## src/rtl/pdfd_pkg.sv

```systemverilog
// Shared types and constants for the pulse-distance frame decoder.
// No dependencies; every module of the block imports this package.
package pdfd_pkg;

  localparam int unsigned TimeW  = 32;
  localparam int unsigned CfgW   = 16;
  localparam int unsigned CfgIdxW = 3;
  localparam int unsigned ByteW  = 8;

  // Configuration register indexes
  localparam logic [CfgIdxW-1:0] REG_BIT_MIN   = 3'd0;
  localparam logic [CfgIdxW-1:0] REG_BIT_MAX   = 3'd1;
  localparam logic [CfgIdxW-1:0] REG_BIT_SPLIT = 3'd2;
  localparam logic [CfgIdxW-1:0] REG_BEGIN_MIN = 3'd3;
  localparam logic [CfgIdxW-1:0] REG_BEGIN_MAX = 3'd4;

  // Reset values of the interval windows, in microseconds
  localparam logic [CfgW-1:0] BIT_MIN_RST   = 16'(256 * 6 * 3 + 16);
  localparam logic [CfgW-1:0] BIT_MAX_RST   = 16'(2048 * 6 + 512 * 6 + 256 * 6);
  localparam logic [CfgW-1:0] BIT_SPLIT_RST = 16'(1024 * 6 + 512 * 6 + 8);
  localparam logic [CfgW-1:0] BEGIN_MIN_RST = 16'(8192 * 6 - 256 * 6);
  localparam logic [CfgW-1:0] BEGIN_MAX_RST = 16'(8192 * 6 + 512 * 6 + 256 * 6);

  typedef struct packed {
    logic [CfgW-1:0] bit_min_us;
    logic [CfgW-1:0] bit_max_us;
    logic [CfgW-1:0] bit_split_us;
    logic [CfgW-1:0] begin_min_us;
    logic [CfgW-1:0] begin_max_us;
  } cfg_t;

  typedef enum logic [1:0] {
    TOK_DROP  = 2'd0,
    TOK_BIT   = 2'd1,
    TOK_BEGIN = 2'd2
  } tok_kind_t;

  // One classified interval handed from the front end to the back end
  typedef struct packed {
    tok_kind_t kind;
    logic      bit_val;
  } token_t;

  typedef struct packed {
    logic [ByteW-1:0] data_byte;
    logic [ByteW-1:0] byte_index;
    logic [ByteW-1:0] frame_length;
    logic             is_last;
    logic             is_empty;
  } result_t;

endpackage

```

## src/rtl/pdfd_front.sv

```systemverilog
// Front end: holds the window registers and the previous edge time,
// and classifies each edge interval into a token. Depends on pdfd_pkg.
module pdfd_front (
  input  logic                           clk,
  input  logic                           rst,
  input  logic                           cfg_we,
  input  logic [pdfd_pkg::CfgIdxW-1:0]   cfg_index,
  input  logic [pdfd_pkg::CfgW-1:0]      cfg_data,
  input  logic                           take,
  input  logic [pdfd_pkg::TimeW-1:0]     edge_time_us,
  output pdfd_pkg::token_t               tok
);
  import pdfd_pkg::*;

  cfg_t             cfg;
  logic [TimeW-1:0] previous_edge;
  logic [TimeW-1:0] delta;

  always_ff @(posedge clk) begin
    if (rst) begin
      cfg.bit_min_us   <= BIT_MIN_RST;
      cfg.bit_max_us   <= BIT_MAX_RST;
      cfg.bit_split_us <= BIT_SPLIT_RST;
      cfg.begin_min_us <= BEGIN_MIN_RST;
      cfg.begin_max_us <= BEGIN_MAX_RST;
    end else if (cfg_we) begin
      unique case (cfg_index)
        REG_BIT_MIN:   cfg.bit_min_us   <= cfg_data;
        REG_BIT_MAX:   cfg.bit_max_us   <= cfg_data;
        REG_BIT_SPLIT: cfg.bit_split_us <= cfg_data;
        REG_BEGIN_MIN: cfg.begin_min_us <= cfg_data;
        REG_BEGIN_MAX: cfg.begin_max_us <= cfg_data;
        default: ;
      endcase
    end
  end

  always_ff @(posedge clk) begin
    if (rst) begin
      previous_edge <= '0;
    end else if (take) begin
      previous_edge <= edge_time_us;
    end
  end

  // Interval wraps modulo 2^32
  assign delta = edge_time_us - previous_edge;

  always_comb begin
    tok.bit_val = (delta > {16'd0, cfg.bit_split_us});
    priority if (delta > {16'd0, cfg.begin_max_us}) begin
      tok.kind = TOK_DROP;
    end else if (delta <= {16'd0, cfg.bit_max_us}) begin
      tok.kind = (delta < {16'd0, cfg.bit_min_us}) ? TOK_DROP : TOK_BIT;
    end else if (delta < {16'd0, cfg.begin_min_us}) begin
      tok.kind = TOK_DROP;
    end else begin
      tok.kind = TOK_BEGIN;
    end
  end

endmodule

```

## src/rtl/pdfd_tok_q.sv

```systemverilog
// Two-entry queue of classified tokens between front and back end.
// Depends on pdfd_pkg.
module pdfd_tok_q (
  input  logic             clk,
  input  logic             rst,
  input  logic             wr,
  input  pdfd_pkg::token_t wr_data,
  output logic             full,
  input  logic             rd,
  output pdfd_pkg::token_t rd_data,
  output logic             empty
);
  import pdfd_pkg::*;

  token_t     entries [2];
  logic       wr_ptr;
  logic       rd_ptr;
  logic [1:0] count;

  assign full    = (count == 2'd2);
  assign empty   = (count == 2'd0);
  assign rd_data = entries[rd_ptr];

  always_ff @(posedge clk) begin
    if (wr && !full) begin
      entries[wr_ptr] <= wr_data;
    end
  end

  always_ff @(posedge clk) begin
    if (rst) begin
      wr_ptr <= 1'b0;
      rd_ptr <= 1'b0;
      count  <= 2'd0;
    end else begin
      if (wr && !full) wr_ptr <= ~wr_ptr;
      if (rd && !empty) rd_ptr <= ~rd_ptr;
      unique case ({wr && !full, rd && !empty})
        2'b10:   count <= count + 2'd1;
        2'b01:   count <= count - 2'd1;
        default: count <= count;
      endcase
    end
  end

endmodule

```

## src/rtl/pdfd_back.sv

```systemverilog
// Back end: assembles bits into bytes, tracks frame length and index,
// and produces result requests. Depends on pdfd_pkg.
module pdfd_back (
  input  logic              clk,
  input  logic              rst,
  input  logic              tok_valid,
  input  pdfd_pkg::token_t  tok,
  input  logic              res_full,
  output logic              tok_take,
  output logic              res_wr,
  output pdfd_pkg::result_t res
);
  import pdfd_pkg::*;

  logic             receiving,        receiving_next;
  logic             length_known,     length_known_next;
  logic [ByteW-1:0] announced_length, announced_length_next;
  logic [ByteW-1:0] shift_byte,       shift_byte_next;
  logic [2:0]       bit_count,        bit_count_next;
  logic [ByteW-1:0] byte_count,       byte_count_next;
  logic             last;

  // Stall while the result queue has no room
  assign tok_take = tok_valid && !res_full;

  always_comb begin
    receiving_next        = receiving;
    length_known_next     = length_known;
    announced_length_next = announced_length;
    shift_byte_next       = shift_byte;
    bit_count_next        = bit_count;
    byte_count_next       = byte_count;
    res_wr                = 1'b0;
    res                   = '0;
    last                  = ((byte_count + 8'd1) == announced_length);
    if (tok_take) begin
      unique case (tok.kind)
        TOK_DROP: begin
          receiving_next = 1'b0;
        end
        TOK_BEGIN: begin
          receiving_next        = 1'b1;
          length_known_next     = 1'b0;
          announced_length_next = '0;
          shift_byte_next       = '0;
          bit_count_next        = '0;
          byte_count_next       = '0;
        end
        TOK_BIT: begin
          if (receiving) begin
            shift_byte_next = {shift_byte[ByteW-2:0], tok.bit_val};
            bit_count_next  = bit_count + 3'd1;
            if (bit_count == 3'd7) begin
              if (length_known) begin
                res_wr              = 1'b1;
                res.data_byte       = shift_byte_next;
                res.byte_index      = byte_count;
                res.frame_length    = announced_length;
                res.is_last         = last;
                byte_count_next     = byte_count + 8'd1;
                if (last) receiving_next = 1'b0;
              end else begin
                announced_length_next = shift_byte_next;
                length_known_next     = 1'b1;
                // Zero length: emit one empty result and close the frame
                if (shift_byte_next == '0) begin
                  res_wr         = 1'b1;
                  res.is_last    = 1'b1;
                  res.is_empty   = 1'b1;
                  receiving_next = 1'b0;
                end
              end
            end
          end
        end
        default: ;
      endcase
    end
  end

  always_ff @(posedge clk) begin
    if (rst) begin
      receiving        <= 1'b0;
      length_known     <= 1'b0;
      announced_length <= '0;
      shift_byte       <= '0;
      bit_count        <= '0;
      byte_count       <= '0;
    end else begin
      receiving        <= receiving_next;
      length_known     <= length_known_next;
      announced_length <= announced_length_next;
      shift_byte       <= shift_byte_next;
      bit_count        <= bit_count_next;
      byte_count       <= byte_count_next;
    end
  end

endmodule

```

## src/rtl/pdfd_res_q.sv

```systemverilog
// Two-entry output queue holding finished results until popped.
// Depends on pdfd_pkg.
module pdfd_res_q (
  input  logic              clk,
  input  logic              rst,
  input  logic              wr,
  input  pdfd_pkg::result_t wr_data,
  output logic              full,
  input  logic              rd,
  output pdfd_pkg::result_t rd_data,
  output logic              empty
);
  import pdfd_pkg::*;

  result_t    entries [2];
  logic       wr_ptr;
  logic       rd_ptr;
  logic [1:0] count;

  assign full    = (count == 2'd2);
  assign empty   = (count == 2'd0);
  assign rd_data = entries[rd_ptr];

  always_ff @(posedge clk) begin
    if (wr && !full) begin
      entries[wr_ptr] <= wr_data;
    end
  end

  always_ff @(posedge clk) begin
    if (rst) begin
      wr_ptr <= 1'b0;
      rd_ptr <= 1'b0;
      count  <= 2'd0;
    end else begin
      if (wr && !full) wr_ptr <= ~wr_ptr;
      if (rd && !empty) rd_ptr <= ~rd_ptr;
      unique case ({wr && !full, rd && !empty})
        2'b10:   count <= count + 2'd1;
        2'b01:   count <= count - 2'd1;
        default: count <= count;
      endcase
    end
  end

endmodule

```

## src/rtl/pulse_distance_frame_decoder.sv

```systemverilog
// Pulse-distance frame decoder, top level.
// An accepted timestamp's token is registered in the token queue; the back end
// takes it while the result queue has room and writes its result into that queue.
// Throughput: one edge per cycle while full is low; the classify step and the
// byte-assembly step are coupled by a two-entry token queue.
// Reset (rst, synchronous): windows return to defaults, previous edge to 0,
// frame state to idle, both queues empty.
module pulse_distance_frame_decoder (
  input  logic                          clk,
  input  logic                          rst,
  input  logic                          push,
  output logic                          full,
  input  logic [pdfd_pkg::TimeW-1:0]    edge_time_us,
  input  logic                          pop,
  output logic                          empty,
  output logic [pdfd_pkg::ByteW-1:0]    data_byte,
  output logic [pdfd_pkg::ByteW-1:0]    byte_index,
  output logic [pdfd_pkg::ByteW-1:0]    frame_length,
  output logic                          is_last,
  output logic                          is_empty,
  input  logic                          cfg_we,
  input  logic [pdfd_pkg::CfgIdxW-1:0]  cfg_index,
  input  logic [pdfd_pkg::CfgW-1:0]     cfg_data
);
  import pdfd_pkg::*;

  token_t  front_tok;
  token_t  back_tok;
  logic    tok_full;
  logic    tok_empty;
  logic    tok_take;
  logic    take;
  logic    res_wr;
  logic    res_full;
  result_t res_in;
  result_t res_out;

  assign full = tok_full;
  assign take = push && !tok_full;

  pdfd_front u_front (
    .clk          (clk),
    .rst          (rst),
    .cfg_we       (cfg_we),
    .cfg_index    (cfg_index),
    .cfg_data     (cfg_data),
    .take         (take),
    .edge_time_us (edge_time_us),
    .tok          (front_tok)
  );

  pdfd_tok_q u_tok_q (
    .clk     (clk),
    .rst     (rst),
    .wr      (push),
    .wr_data (front_tok),
    .full    (tok_full),
    .rd      (tok_take),
    .rd_data (back_tok),
    .empty   (tok_empty)
  );

  pdfd_back u_back (
    .clk       (clk),
    .rst       (rst),
    .tok_valid (!tok_empty),
    .tok       (back_tok),
    .res_full  (res_full),
    .tok_take  (tok_take),
    .res_wr    (res_wr),
    .res       (res_in)
  );

  pdfd_res_q u_res_q (
    .clk     (clk),
    .rst     (rst),
    .wr      (res_wr),
    .wr_data (res_in),
    .full    (res_full),
    .rd      (pop),
    .rd_data (res_out),
    .empty   (empty)
  );

  assign data_byte    = res_out.data_byte;
  assign byte_index   = res_out.byte_index;
  assign frame_length = res_out.frame_length;
  assign is_last      = res_out.is_last;
  assign is_empty     = res_out.is_empty;

endmodule
```

## config.mk

```make
export PLATFORM = sky130hd
export DESIGN_NAME = pulse_distance_frame_decoder
export DESIGN_NICKNAME = d
export VERILOG_FILES = /design/src/rtl/pdfd_pkg.sv /design/src/rtl/pdfd_front.sv /design/src/rtl/pdfd_tok_q.sv /design/src/rtl/pdfd_back.sv /design/src/rtl/pdfd_res_q.sv /design/src/rtl/pulse_distance_frame_decoder.sv
export SDC_FILE = /design/constraint.sdc
export NUM_CORES = 1
export LEC_CHECK = 0
export ABC_AREA = 1
export BUFFER_PORTS_ARGS = -buffer_cell sky130_fd_sc_hd__clkbuf_2
export CORE_MARGIN = 10
export CORE_UTILIZATION = 40
export CTS_BUF_LIST = sky130_fd_sc_hd__clkbuf_8
export DETAILED_ROUTE_END_ITERATION = 7
export PLACE_DENSITY = 0.59
export SYNTH_ARGS = -nofsm -noshare
export SYNTH_HDL_FRONTEND = slang
export SYNTH_SLANG_ARGS = --single-unit
```

## constraint.sdc

```tcl
create_clock -name clk -period 3.6 [get_ports clk]
set_input_delay 0 -clock clk [delete_from_list [all_inputs] [get_ports clk]]
set_output_delay 0 -clock clk [all_outputs]
set_load 0.02 [all_outputs]
```

# Word level (Yosys, flattened, before mapping)

Memory sizes are Yosys's and may differ from the RTL's. A register that Yosys moved wholly into a read port is not among the register bits.
Cells that the tools add are included.

$add $sub $neg: 7
Multiply operators: 0
Div/mod/pow operators: 0
Magnitude comparators: 5
Eq/ne operators: 18
Shift-type cells: 0
Mux-type cells: 49
Bitwise operators: 4
Reductions and logical operators: 28

Operators by type and width:

| kind                                                  | number |
|---|---|
| two-way mux 26 bit                                    | 4 |
| > comparator 32 x 16 -> 1 bit                         | 2 |
| less-than comparator 32 x 16 -> 1 bit                 | 2 |
| two-way mux 8 bit                                     | 6 |
| less-or-equal comparator 32 x 16 -> 1 bit             | 1 |
| one-hot mux 8 bit (2 select lines)                    | 2 |
| subtractor 32 bit                                     | 1 |
| two-way mux 1 bit                                     | 24 |
| two-way mux 24 bit                                    | 1 |
| one-hot mux 7 bit (2 select lines)                    | 1 |
| AND reduction 2 bit                                   | 6 |
| == test 2 bit, second input constant                  | 5 |
| AND reduction 5 bit                                   | 2 |
| adder 8 x 1 -> 8 bit, second input constant           | 1 |
| == test 8 bit                                         | 1 |
| zero test 8 bit                                       | 1 |
| two-way mux 2 bit                                     | 4 |
| one-hot mux 2 bit (2 select lines)                    | 2 |
| two-way mux 7 bit                                     | 1 |
| == test 2 x 1 -> 1 bit, second input constant         | 3 |
| == test 3 x 2 -> 1 bit, second input constant         | 2 |
| == test 3 bit, second input constant                  | 2 |
| zero test 2 bit                                       | 3 |
| inequality test 2 x 1 -> 1 bit, second input constant | 3 |
| 17 further kinds                                      | 31 |

Register bits: 148
Bits in latches: 0
Bits in writable memories: 58
Bits in read-only memories: 0
Input port bits: 56
Output and inout port bits: 28
Memories: 2

Memories:

| memory          | depth | bits a word | read ports | clocked after memory_dff | write ports | line             | RTL |
|---|---|---|---|---|---|---|---|
| u_res_q.entries | 2     | 26          | 1          | 1                        | 1           | pdfd_res_q.sv:15 | `result_t entries [2];` |
| u_tok_q.entries | 2     | 3           | 1          | 1                        | 1           | pdfd_tok_q.sv:15 | `token_t entries [2];` |

# Logic depth before layout (Yosys ltp)

Word-level depth: 10
Mapped depth: 21

# By module

A second synthesis with hierarchy kept.

Cells, all modules: 1694
Area, all modules: 12694.7 um^2

By module, submodules not included:

| module                       | instances | cells each | area each (um^2) | sequential area each (um^2) |
|---|---|---|---|---|
| pdfd_front                   | 1         | 1262       | 8267.9           | 2242.2 |
| pdfd_res_q                   | 1         | 121        | 2225.9           | 1661.6 |
| pdfd_back                    | 1         | 259        | 1710.4           | 560.5 |
| pdfd_tok_q                   | 1         | 49         | 476.7            | 280.3 |
| pulse_distance_frame_decoder | 1         | 3          | 13.8             | 0.0 |

# Least setup slack after synthesis

No wires, ideal clock.

Path type: flip-flop to flip-flop
Start point: reg u_front.previous_edge[0]
End point: mem u_tok_q.entries[0][2] (netlist name) (data pin)
Library setup time: 254 ps
Data arrival time: 2589 ps
Slack: 758 ps
Cell stages (with the launch flop): 18
Path buffers: 0
Cell sequence: dfxtp_1 > ha_1 > fa_1 > inv_1 > nand3_1 > nand3_1 > nand2_1 > nand3_2 > xor2_1 > ha_1 > nand2_1 > nor2_1 > nor4b_1 > nand2_1 > o2111ai_1 > nand2_1 > nand3_2 > nor2_1

RTL lines:

| element                  | line             | RTL |
|---|---|---|
| start: declaration       | pdfd_front.sv:16 | `logic [TimeW-1:0] previous_edge;` |
| start signal: assignment | pdfd_front.sv:42 | `previous_edge <= edge_time_us;` |
| end: declaration         | pdfd_tok_q.sv:15 |  |

==> metrics.txt <==
die area=38200 um^2; clk root buf=clkbuf_8; WP data arrival=3550 ps; R2R Path Start=u_front.previous_edge[0]; Seq. cell area=4740 um^2; WHS Path Cells=6; Final setup viols=0; worst reg-to-reg path cell count=15; WL/cell=14.4 um; Placer Congestion=0.867; post-synthesis sequential area ratio=0.385; Tot GR Track Use=0.167; grt total ovfl=0; Pwr per Cell Area=539 nW/um^2; post-DP HPWL=23700 um; CTS Buffer Depth=3; chip height=195 um; final setup margin=334 ps; H-tree levels=2; initial antenna violation count=0; RSZ-0062 raised after global routing=no; post-synthesis net count=1809; critical path cell sequence=ha_1 -> fa_1 -> inv_1 -> nand3_1 -> nand3_1 -> nand2_1 -> nand3_2 -> xor2_1 -> buf_4 -> ha_1 -> nand3_1 -> nor4_1 -> nand2_1 -> o21ai_0 -> nand3_1; TritonCTS buffer count=38; final setup TNS=0 ps; WL final=31800 um; worst hold path endpoint=u_front.cfg[57]; period utilisation layout=0.907; I/O pin count=84; post-layout net count=1964; Post-synth ARST share=0; # clock sinks=208; ys flop type=dfxtp_1; Worst Clk Skew=20.7 ps; PortBufs=83; drt pass-1 iters=5; WP buf/inv=2; post-synthesis register bit count=208; Least-Margin Pin Slew=982 ps; Setup crit start=u_front.previous_edge[0]; Fill cells=3079; commonest non-fill, non-tap cell in the layout=nand2_1; ANT nets after route=0; most frequent cells in the layout=nand2_1, inv_1, a21oi_1; multi-input logic area=6330 um^2; Core ar.=30500 um^2; Initial Util=0.403; Synth Area in Adders=0.121; Relative slew margins=0.344; WP data required=3880 ps; slowest stage cell, crit path=fa_1; Hold Crit Start=cfg_we; highest clock rate=306 MHz; largest net degree at the start of global routing=90; Rows=64; vias in the first global route=10700; CP max stage delay=410 ps; Setup crit end kind=register; Area Overhead vs Synth=18.3%; Yosys cell types=46; Via Count=10800; RR Endpoint=u_tok_q.entries[0][0]; drt drc=0; crit path max fanout=4; Max Cap Violations=0; Clock Pin Slew Worst Setup and Hold Paths=60 ps; mux cell area share after synthesis=0.0247; Die W=195 um; crit-path most repeated cell=nand3_1; CP delay by family, top=simple AND/OR/NAND/NOR gates; Via-to-Cell Ratio=4.88; Post-Synthesis Cells=1635; final hold violations=0; Compound-Gate Fraction of Synth Area=0.153; Post-Synth XOR/XNOR Area=0.0149; Max IR drop VDD=496 uV; DR iter-0 viols=655; HP Class=primary input to register; main combinational cell family by area after synthesis=simple AND/OR/NAND/NOR gates; YS warnings=0; R2R setup slack=330 ps; Skew-Pair Late Insertion Delay=560 ps; Netlist Area Pre-Place=12300 um^2; status=finished, final reports clean; crit path kind=register to register; CTS tree=built; post-synthesis simple-gate area fraction=0.199; share of layout cells above drive strength 1=0.130; global-route wire length before repair=53600 um; LEAKAGE=6.52 nW; pre-CTS WS=322 ps; EDFF count, synth=58; diodes inserted=0; CP Launch Type=register; Tmin final=3270 ps; Final Slew Violations=0; Avg Cell Area, Syn=7.53 um^2
[cells in the mapped netlist (14+ instances only)]
| master | n | area, um^2 |
|---|---|---|
| clkbuf_1 | 41 | 154 |
| edfxtp_1 | 58 | 1740 |
| a21oi_1 | 176 | 881 |
| dfxtp_1 | 150 | 3000 |
| nor2_1 | 124 | 465 |
| nand2_1 | 323 | 1210 |
| ha_1 | 117 | 1460 |
| inv_1 | 286 | 1070 |
| o21ai_0 | 139 | 696 |
| nand2_2 | 14 | 87.6 |
| xor2_1 | 18 | 158 |
| mux2_2 | 27 | 304 |
| nand3_1 | 47 | 235 |
[repair_timing]
item                                    4_1_cts  5_1_grt
hold buffers                                 56        0
setup buffers                                 0        0
endpoints found under the setup margin        0        6
resized for setup                             0        2
hold endpoints to repair                    115        0
[layer usage]
metal	global-route usage	up-vias	part of all wire
li1	-	5655	-
met1	0.221	4884	0.48
met2	0.271	211	0.45
met3	0.0300	58	0.051
met4	0.0520	0	0.024
met5	0	-	0
[final cells by class]
cell class,instances,share of cell area
well taps,396,0.0340
inverters,294,0.0758
flip-flops and latches,208,0.326
multi-input cells,1090,0.435
repair buffers,158,0.0777
clock inverters,23,0.00937
clock buffers,45,0.0425
[cells by family after synthesis]
kind of cell / after synthesis
fa+ha+maj: 118
xor+xnor: 21
mux: 27
flops: 208
simple gates: 570
buf+inv: 337
compound gates: 354
[tightest hold or removal path, cell delays in order]
cell      delay [ps]
clkbuf_2          90
inv_1             80
nor2_1            60
nand2_1           70
nor2_1           100
o211ai_1         160
[how the worst max path moves through the flow]
stage	slack, ps	depth (start not counted)	end
6_report	330	15	u_tok_q.entries[0][0]
5_1_grt	1	18	u_tok_q.entries[0][2]
4_1_cts	310	17	u_tok_q.entries[0][2]
3_5_place_dp	320	17	u_tok_q.entries[0][0]
3_3_place_gp	380	17	u_tok_q.entries[0][1]
2_1_floorplan	760	17	u_tok_q.entries[0][2]
[where the power goes]
part           switching [mW]  total (mW)  internal (mW)
clock network            1.03        2.25           1.22
registers               0.130        2.73           2.60
logic                    1.81        2.86           1.06
[stage by stage]
step | utilization | hold WS [ps] | area [um^2] | power (mW) | cells
6_report | 0.477 | 30.0 | 14600 | 7.84 | 2214
3_3_place_gp | 0.434 | 269 | 13200 | 5.52 | 2090
5_1_grt | 0.477 | 139 | 14600 | 8.53 | 2214
4_1_cts | 0.477 | 16.6 | 14500 | 7.90 | 2214
3_5_place_dp | 0.434 | 275 | 13200 | 5.58 | 2090
2_1_floorplan | - | 126 | 12300 | 4.76 | 1635
[state kept, by name, indices dropped and copies added, names as in the netlist, named ones only]
register                 count
u_back.shift_byte            7
u_back.byte_count            8
u_res_q.wr_ptr               1
u_res_q.entries             52
u_res_q.rd_ptr               1
u_tok_q.entries              6
u_back.receiving             1
u_front.previous_edge       32
u_tok_q.rd_ptr               1
u_back.announced_length      8
u_back.bit_count             3
u_back.length_known          1
u_tok_q.wr_ptr               1
u_tok_q.count                2
u_front.cfg                 80
u_res_q.count                2
Power figures use the tool's default switching activity.
